## config.mk

```make
export PLATFORM = sky130hd
export DESIGN_NAME = pmp_cell
export DESIGN_NICKNAME = d
export VERILOG_FILES = /design/src/sv/pmp_pkg.sv /design/src/sv/pmp_cell.sv
export SDC_FILE = /design/constraint.sdc
export NUM_CORES = 1
export LEC_CHECK = 0
export ABC_CLOCK_PERIOD_IN_PS = 8300
export BUFFER_PORTS_ARGS = -buffer_cell sky130_fd_sc_hd__clkbuf_2
export CAP_MARGIN = 30
export CORE_AREA = 2 2 201 203
export DETAILED_ROUTE_END_ITERATION = 16
export DIE_AREA = 0 0 203 205
export GPL_ROUTABILITY_DRIVEN = 0
export PLACE_DENSITY = 0.69
export SLEW_MARGIN = 5
export SYNTH_ARGS = -nofsm -noshare
export SYNTH_HDL_FRONTEND = slang
export SYNTH_SLANG_ARGS = --single-unit
```

## constraint.sdc

```tcl
create_clock -name clk -period 8.3 [get_ports clk]
set_input_delay 1.66 -clock clk [delete_from_list [all_inputs] [get_ports clk]]
set_output_delay 1.66 -clock clk [all_outputs]
set_load 0.005 [all_outputs]
```

## src/sv/pmp_pkg.sv

```systemverilog
// Shared types and constants for the PMP region permission checker.
// Used by pmp_cell, pmp_region_permission_check and pmp_checker; no dependencies.
`timescale 1ns / 1ps

package pmp_pkg;

  localparam int MAX_ENTRIES = 16;
  localparam int ENTRIES_DEF = 16;
  localparam int IDX_W       = 4;
  localparam int WORD_W      = 54;
  localparam int ADDR_W      = 64;
  localparam int CFG_W       = 64;
  localparam int PADDR_W     = 4;
  localparam int RANGE_W     = WORD_W + 4;
  localparam int LOCK_BIT    = 7;

  // Low config register value that, with entry 0 all ones, opens the whole space.
  localparam logic [CFG_W-1:0] FULL_RANGE_CFG = 64'h0f;

  localparam logic [1:0] PRIV_MACHINE = 2'd3;

  localparam logic [2:0] NEED_R = 3'b001;
  localparam logic [2:0] NEED_W = 3'b010;
  localparam logic [2:0] NEED_X = 3'b100;

  typedef enum logic {
    OP_CHECK,
    OP_WRITE
  } pmp_op_t;

  typedef enum logic [1:0] {
    KIND_FETCH,
    KIND_LOAD,
    KIND_STORE
  } pmp_kind_t;

  typedef enum logic [1:0] {
    MODE_OFF,
    MODE_TOR,
    MODE_NA4,
    MODE_NAPOT
  } pmp_mode_t;

  typedef enum logic {
    REG_CFG_LOW,
    REG_CFG_HIGH
  } pmp_reg_t;

  // One item as it travels down the chain of cells.
  typedef struct packed {
    logic              vld;
    logic              is_wr;
    logic [IDX_W-1:0]  idx;
    logic [WORD_W-1:0] wword;
    logic [ADDR_W-1:0] addr;
    logic [ADDR_W:0]   last;   // top bit set when the access runs past the address space
    logic [2:0]        need;
    logic              mach;
    logic              done;
    logic              perm;
    logic              any;
  } pmp_item_t;

endpackage

```

## src/sv/pmp_cell.sv

```systemverilog
// One PMP entry: holds the entry's address word and checks passing items against it.
// Depends on pmp_pkg.
`timescale 1ns / 1ps

module pmp_cell #(
  parameter int IDX = 0
) (
  input  logic                        clk,
  input  logic                        rst_n,
  input  logic                        adv,
  input  logic [7:0]                  cfg_byte,
  input  logic [pmp_pkg::WORD_W-1:0]  prev_word,
  input  pmp_pkg::pmp_item_t          item_i,
  output pmp_pkg::pmp_item_t          item_o,
  output logic [pmp_pkg::WORD_W-1:0]  word_o
);
  import pmp_pkg::*;

  logic [WORD_W-1:0]  word_r;
  logic [WORD_W-1:0]  word_nxt;
  pmp_item_t          item_r;
  pmp_item_t          item_nxt;
  pmp_mode_t          mode;
  logic [WORD_W:0]    inc;
  logic [WORD_W:0]    pow;
  logic [WORD_W-1:0]  tmask;
  logic [RANGE_W-1:0] lo;
  logic [RANGE_W-1:0] hi;
  logic               hit;
  logic               allow;

  assign mode = pmp_mode_t'(cfg_byte[4:3]);

  // Adding one to the word clears its trailing ones and sets the next bit,
  // which gives both the NAPOT size and the mask of the trailing ones.
  assign inc   = {1'b0, word_r} + (WORD_W+1)'(1);
  assign pow   = inc & ~{1'b0, word_r};
  assign tmask = WORD_W'((inc ^ {1'b0, word_r}) >> 1);

  always_comb begin
    unique case (mode)
      MODE_OFF: begin
        lo = '0;
        hi = '0;
      end
      MODE_TOR: begin
        lo = RANGE_W'({prev_word, 2'b00});
        hi = RANGE_W'({word_r, 2'b00});
      end
      MODE_NA4: begin
        lo = RANGE_W'({word_r, 2'b00});
        hi = RANGE_W'({word_r, 2'b00}) + RANGE_W'(4);
      end
      MODE_NAPOT: begin
        lo = RANGE_W'({word_r & ~tmask, 2'b00});
        hi = RANGE_W'({word_r & ~tmask, 2'b00}) + {pow, 3'b000};
      end
    endcase
  end

  assign hit = (mode != MODE_OFF) && !item_i.last[ADDR_W]
            && (item_i.addr >= ADDR_W'(lo))
            && (item_i.last[ADDR_W-1:0] < ADDR_W'(hi));

  assign allow = (item_i.mach && !cfg_byte[LOCK_BIT]) || (|(cfg_byte[2:0] & item_i.need));

  always_comb begin
    item_nxt = item_i;
    if (item_i.vld && !item_i.is_wr && !item_i.done) begin
      if (mode != MODE_OFF) begin
        item_nxt.any = 1'b1;
      end
      if (hit) begin
        item_nxt.done = 1'b1;
        item_nxt.perm = allow;
      end
    end
  end

  always_comb begin
    word_nxt = word_r;
    if (adv && item_i.vld && item_i.is_wr && (item_i.idx == IDX_W'(IDX))) begin
      word_nxt = item_i.wword;
    end
  end

  always_ff @(posedge clk) begin
    if (!rst_n) begin
      word_r     <= '0;
      item_r.vld <= 1'b0;
    end else begin
      word_r <= word_nxt;
      if (adv) begin
        item_r <= item_nxt;
      end
    end
  end

  assign item_o = item_r;
  assign word_o = word_r;

endmodule

```

-- Word level (Yosys, flattened, before mapping)
Cells that the tools add are included.
- register bits: 250
- input port bits: 261
- output and inout bits: 250
- logic and storage cells: 50
- $add $sub $neg: 3
- magnitude comparators: 2
- equal/unequal tests: 3
- multiplexer cells: 5
- bitwise gates (word level): 6
- reductions and logical operators: 19
- operator list (operator ; count):
    $pmux 58 s4 ; 2
    $ge 64x58->1 ; 1
    $lt 64x58->1 ; 1
    $add 56x58->58 ; 1
    $add 56x3->57 const B ; 1
    $add 54x1->55 const B ; 1
    $and 55x55->55 ; 1
    $not 54->55 ; 1
    $xor 55x54->55 ; 1
    $and 54x54->54 ; 1
    $not 54->54 ; 1
    $logic_and 1x1->1 ; 9
    $eq 2x2->1 const B ; 2
    $logic_not 1->1 ; 4
    $logic_not 4->1 ; 1
    $and 3x3->3 ; 1
    $mux 3 ; 1
    $reduce_or 3->1 ; 1
    $eq 2x1->1 const B ; 1
    $logic_not 2->1 ; 1
    $mux 2 ; 1
    $reduce_and 2->1 ; 1
    $reduce_bool 2->1 ; 1
    $logic_or 1x1->1 ; 1
    $mux 1 ; 1

-- Longest topological paths before layout
Gate-level depths: netlist (run 1).
- depth in word-level cells: 10
- depth in mapped cells: 36
- gate-level depth less buffers: 34

-- Worst setup path before layout (run 1)
No wires, ideal clock.
- kind: in2reg
- start: in rst_n
- end: reg item_r, in the netlist item_o[0], enable pin
- library setup time: 0.579 ns
- arrival time: 6.597 ns
- required time: 7.721 ns
- path slack: 1.123 ns
- cell stages on the path: 3
- cell sequence: clkbuf_1 clkbuf_1 and2_1
- longest elaborated chain between the ends: 1
- ends and longest elaborated chain (element ; RTL line ; RTL):
    start: declaration ; pmp_cell.sv:9 ; input logic rst_n,
    $reduce_and 2->1 (no source line) ; -- ;
    end signal: assignment ; pmp_cell.sv:94 ; item_r <= item_nxt;
    end: declaration ; pmp_cell.sv:21 ; pmp_item_t item_r;
Every way passes these cells.
A chain may end at the register's enable or synchronous reset.

==> results.json, run 1 <==
{
  "status": "complete, no violations",
  "clk_latency_ps": 550,
  "p_leak_nw": 8.97,
  "drive_gt1_frac": 0.272,
  "synth_top_area_share": 0.341,
  "ant_nets": 0,
  "drtIter0Drc": 1057,
  "grt_pass1_wl_mm": 83.2,
  "hpwl_mm": 43.3,
  "tightest_slew_ps": 986,
  "finClkSkew_ps": 8.62,
  "fmax_mhz": 126,
  "die_h_um": 205,
  "core_area_sq_um": 39400,
  "yosysWarnings": 0,
  "cp.required_ps": 8590,
  "wire_per_inst_um": 19.4,
  "numCtsBuffers": 26,
  "io_buffers": 508,
  "worst_path_most_repeated_cell": "ha_1",
  "setup_viol": 0,
  "vias_per_cell": 5.54,
  "cts_root_buffer": "clkbuf_16",
  "antenna_found_initial": 3,
  "timing.final.crit_share": 0.959,
  "hold_path.class": "register to register",
  "synthFlopType": "edfxtp_1",
  "area_growth_syn_to_layout_pct": 23.8,
  "cts_tree": "built",
  "ys_top_cells_by_area": "edfxtp_1 (34%), ha_1 (16%), dfxtp_1 (6.4%)",
  "postLayoutSetupSlackWorst_ps": 344,
  "rsz0062_at_grt": "false",
  "grt-ovfl-total": 0,
  "die_w_um": 203,
  "cp-end-kind": "register",
  "cts_max_path_buffers": 3,
  "wl_mm": 54.5,
  "drt_first_pass_iters": 5,
  "tns_ps": 0,
  "final_cell_count_no_fill": 2806,
  "final_common_cell": "clkbuf_2",
  "syn_area_sq_um": 17200,
  "cp.arrival_ps": 8240,
  "worstPathMaxFanout": 9,
  "synth_nets": 2249,
  "finalMaxSlewViolations": 0,
  "synthArstFlopShare": 0,
  "hold_viol": 0,
  "min_period_ps": 7960,
  "synth-seq-area-share": 0.405,
  "drcViolationCount": 0,
  "vias": 15600,
  "cap_viol_max_count": 0,
  "grt_start_max_net_pins": 120,
  "cts_max_level": 1,
  "holdWs_ps": 491,
  "rows": 73,
  "power.density_nw_per_um2": 141,
  "dp_slack_ps": 292,
  "synth-seq-cells": 250,
  "critical-path-slowest-cell": "o31ai_1",
  "irDropWorstVdd_mv": 0.168,
  "multi_input_area_sq_um": 9660,
  "postSynthCellCount": 1771,
  "syn_area_per_cell_sq_um": 9.70,
  "synth-edff-count": 195,
  "num_io_pins": 511,
  "startpoint_type": "register",
  "utilization": 0.540,
  "path_clk_slew_ps": 60,
  "seqCellArea_sq_um": 6960,
  "synth_top_area_cell": "edfxtp_1",
  "dp_cells": 2755,
  "crit_type": "register to register",
  "nNetsFinal": 2737,
  "max_stage_delay_ps": 640,
  "synthDistinctLibCells": 83,
  "max_slew_margin": 0.326,
  "final_cell_mix": "clkbuf_2 (507), nand2_1 (246), ha_1 (216)",
  "grt_usage": 0.253,
  "first_global_vias": 15400,
  "initial_core_util": 0.436,
  "dieArea_sq_um": 41600,
  "fill_cells": 3545,
  "cts.sinks": 250
}
-- sequential cells by signal, summed over array words and instances, names as in the netlist --
register,count
word_o,54
item_o,196
-- kinds of logic (layout without fill, tap and decap cells) --
logic type,Yosys count,after routing,share of synthesized area
adder cells (fa/ha/maj),217,217,0.159
flip-flops,250,250,0.405
buffers and inverters,152,660,0.0338
AND/OR/NAND/NOR,589,589,0.161
AO/OA/AOI/OAI,459,459,0.188
multiplexers,5,5,0.00299
XOR/XNOR,99,99,0.0505
other,0,2,0
-- final timing paths --
path | cells past startpoint | to | startpoint | slack, ps
max | 28 | item_o[1] | word_o[6] | 340
min | 2 | item_o[195] | item_o[195] | 490
max reg2reg | 28 | item_o[1] | word_o[6] | 340
min reg2reg | 2 | item_o[195] | item_o[195] | 490
-- synth_stat cells (8+ instances only) --
library cell / n
nand2_1: 246
ha_1: 216
edfxtp_1: 195
nor2_1: 136
a21oi_1: 103
inv_1: 75
clkbuf_1: 68
o21ai_0: 64
a21boi_0: 58
xnor2_1: 58
dfxtp_1: 55
a21o_1: 46
xor2_1: 41
and2_1: 31
a32oi_1: 30
nor3_1: 30
nand4_1: 28
a22oi_1: 26
a2bb2oi_1: 25
nand3_1: 25
and3_1: 20
a221oi_1: 17
nor4_1: 13
o21bai_1: 12
nor2b_1: 11
nand2b_1: 10
a211oi_1: 8
o211ai_1: 8
o21a_1: 8
-- worst max-delay path, delay by kind of cell, from the launching register on --
| family | cells | cell delay [ps] |
|---|---|---|
| compound gates | 11 | 3300 |
| xor+xnor | 2 | 290 |
| fa+ha+maj | 3 | 880 |
| buf+inv | 1 | 100 |
| flops | 1 | 550 |
| mux | 1 | 360 |
| simple gates | 10 | 2200 |
-- power breakdown --
group          total (W)  switching [W]  internal (W)
registers        0.00144      0.0000192       0.00142
logic           0.000350       0.000199      0.000151
clock network    0.00121       0.000501      0.000708
-- final cells by class --
| type | instances | area share |
|---|---|---|
| diodes | 2 | 0.000235 |
| clock buffers | 29 | 0.0331 |
| clock inverters | 19 | 0.00889 |
| inverters | 76 | 0.0134 |
| multi-input cells | 1369 | 0.455 |
| flip-flops and latches | 250 | 0.327 |
| well taps | 525 | 0.0309 |
| repair buffers | 536 | 0.132 |
-- per-stage QoR --
stage / area [sq um] / power (W)
after global placement: 20300 / 0.00181
after global routing: 21300 / 0.00311
after CTS: 21200 / 0.00303
after detailed placement: 20300 / 0.00182
after floorplan: 17200 / 0.00162
final: 21300 / 0.00300
-- layer usage --
| layer | track usage | vias up | share of wire |
|---|---|---|---|
| met5 | 0 | - | 0.00042 |
| met4 | 0.0834 | 4 | 0.030 |
| met3 | 0.0426 | 104 | 0.070 |
| met2 | 0.435 | 581 | 0.48 |
| met1 | 0.324 | 7329 | 0.42 |
| li1 | - | 7541 | - |
-- timing repair --
action | 4_1_cts | 5_1_grt
setup endpoints to repair | 0 | 2
hold buffers | 0 | 0
hold endpoints to repair | 0 | 0
setup buffers | 0 | 0
resized for setup | 0 | 2
(Power assumes the default switching activity.)
==> run 2: changes to the inputs <==
--- a/config.mk
+++ b/config.mk
@@ -8,9 +8,9 @@
 export ABC_CLOCK_PERIOD_IN_PS = 8300
 export BUFFER_PORTS_ARGS = -buffer_cell sky130_fd_sc_hd__clkbuf_2
 export CAP_MARGIN = 30
-export CORE_AREA = 2 2 201 203
+export CORE_AREA = 2 2 192 213
 export DETAILED_ROUTE_END_ITERATION = 16
-export DIE_AREA = 0 0 203 205
+export DIE_AREA = 0 0 194 215
 export GPL_ROUTABILITY_DRIVEN = 0
 export PLACE_DENSITY = 0.69
 export SLEW_MARGIN = 5
==> run 2 against run 1 <==
Combinational power about the same. Die area increased by 0.23%. Final cell count decreased by 0.82%. Total power decreased by 2.7%. Critical endpoint unchanged. Largest cell class unchanged.
==> results.json, run 2 (synthesized netlist as in run 1, its figures left out) <==
{
  "status": "complete, no violations",
  "p_int_w": 0.00220,
  "rsz0062_at_grt": "false",
  "power.density_nw_per_um2": 139,
  "critical_path_depth": 28,
  "path_clk_slew_ps": 60,
  "p_total_w": 0.00292,
  "setup_viol": 0,
  "startpoint_type": "register",
  "cp.required_ps": 8600,
  "drcViolationCount": 0,
  "die_h_um": 215,
  "worstRegToRegCells": 28,
  "worstPathMaxFanout": 9,
  "ant_nets": 0,
  "largest_reg_flops": 196,
  "grt_usage": 0.253,
  "grt_pass1_wl_mm": 84.3,
  "cts_tree": "built",
  "combinationalPowerShare": 0.119,
  "placed_area_sq_um": 20200,
  "dieArea_sq_um": 41700,
  "tightest_slew_ps": 966,
  "swShare": 0.247,
  "final_cell_mix": "clkbuf_2 (506), nand2_1 (246), ha_1 (216)",
  "cts.sinks": 250,
  "drtIter0Drc": 813,
  "nNetsFinal": 2727,
  "wl_mm": 55.2,
  "cts_max_path_buffers": 3,
  "timing.final.crit_share": 0.946,
  "cp-end-kind": "register",
  "cts_root_buffer": "clkbuf_16",
  "r2r-start": "word_o[6]",
  "core_area_sq_um": 39700,
  "grt_start_max_net_pins": 74,
  "rows": 77,
  "hold_start": "item_o[195]",
  "path_buf_inv": 1,
  "vias_per_cell": 5.62,
  "min_period_ps": 7850,
  "seqPwrFrac": 0.494,
  "wire_per_inst_um": 19.8,
  "io_buffers": 508,
  "hold_buffers": 0,
  "pwr-share-clk": 0.387,
  "max_stage_delay_ps": 540,
  "fmax_mhz": 127,
  "cap_viol_max_count": 0,
  "num_io_pins": 511,
  "holdWs_ps": 503,
  "critical-path-slowest-cell": "a221oi_1",
  "clk_latency_ps": 560,
  "first_global_vias": 15500,
  "cp-startpoint": "word_o[6]",
  "antenna_found_initial": 3,
  "finClkSkew_ps": 11.9,
  "initial_core_util": 0.433,
  "tns_ps": 0,
  "numCtsBuffers": 27,
  "post-route-cell-area_sq_um": 21000,
  "cts_max_level": 1,
  "die_w_um": 194,
  "grt-ovfl-total": 0,
  "final_common_cell": "clkbuf_2",
  "num_antenna_cells": 0,
  "drt_first_pass_iters": 5,
  "p_leak_nw": 8.86,
  "max_slew_margin": 0.356,
  "area_growth_syn_to_layout_pct": 22.4,
  "vias": 15600,
  "hold_viol": 0,
  "hold_depth": 2,
  "crit_family": "compound AO/OA/AOI/OAI gates",
  "irDropWorstVdd_mv": 0.159,
  "p_sw_w": 0.000721,
  "hold_path.class": "register to register",
  "finalMaxSlewViolations": 0,
  "worst_path_most_repeated_cell": "ha_1",
  "crit_type": "register to register",
  "drive_gt1_frac": 0.265,
  "cp.arrival_ps": 8150,
  "hpwl_mm": 43.1
}
-- run 2: cell count changes in the layout (fill, tap and decap cells not counted), sizes merged --
| cell | previous run | this run |
|---|---|---|
| inv | 79 | 78 |
| clkinv | 9 | 8 |
| clkinvlp | 4 | 1 |
| diode | 2 | 0 |
| bufinv | 3 | 0 |
| buf | 29 | 19 |
| clkbuf | 536 | 545 |
-- run 2: area by class of cell --
cell class                 instances  area (sq um)
tap                              513           642
multi-input combinational       1369          9660
timing repair buffer             525          2670
fill                            3647         18700
clock buffer                      39           751
clock inverter                    11          66.3
sequential                       250          6960
inverter                          76           285
-- run 2: power by group through the flow --
stage	logic, W	clock network [W]	registers, W
floorplan	0.000133	0	0.00149
global placement	0.000340	0	0.00147
detailed placement	0.000349	0	0.00147
CTS	0.000350	0.00116	0.00144
global route	0.000383	0.00120	0.00145
finish	0.000348	0.00113	0.00144
-- run 2: final timing paths --
kind	endpoint	slack, ps
setup / recovery	item_o[1]	450
hold / removal	item_o[195]	500
setup reg to reg	item_o[1]	450
hold reg to reg	item_o[195]	500
-- run 2: through the flow --
stage | std cells | setup WS (ps) | util
2_1_floorplan | 1771 | 1120 | -
3_3_place_gp | 2732 | 589 | 0.509
3_5_place_dp | 2732 | 488 | 0.509
4_1_cts | 2782 | 459 | 0.530
5_1_grt | 2783 | 54.4 | 0.530
6_report | 2783 | 446 | 0.530
-- run 2: metal layers --
layer / wire, um / track usage / vias up / share of wire
li1: - / - / 7511 / -
met1: 22100 / 0.307 / 7373 / 0.40
met2: 27000 / 0.447 / 630 / 0.49
met3: 4250 / 0.0510 / 111 / 0.077
met4: 1900 / 0.0886 / 6 / 0.034
met5: 37 / 0 / - / 0.00067
-- run 2: what timing repair did --
action | 4_1_cts | 5_1_grt
resized for setup | 0 | 0
endpoints found under the setup margin | 0 | 1
setup buffers | 0 | 1
-- run 2: tightest hold or removal path: cells and delay by family (launching register included) --
kind	cells	cell delay [ps]
AO/OA/AOI/OAI	1	80
flip-flops	1	310
AND/OR/NAND/NOR	1	60
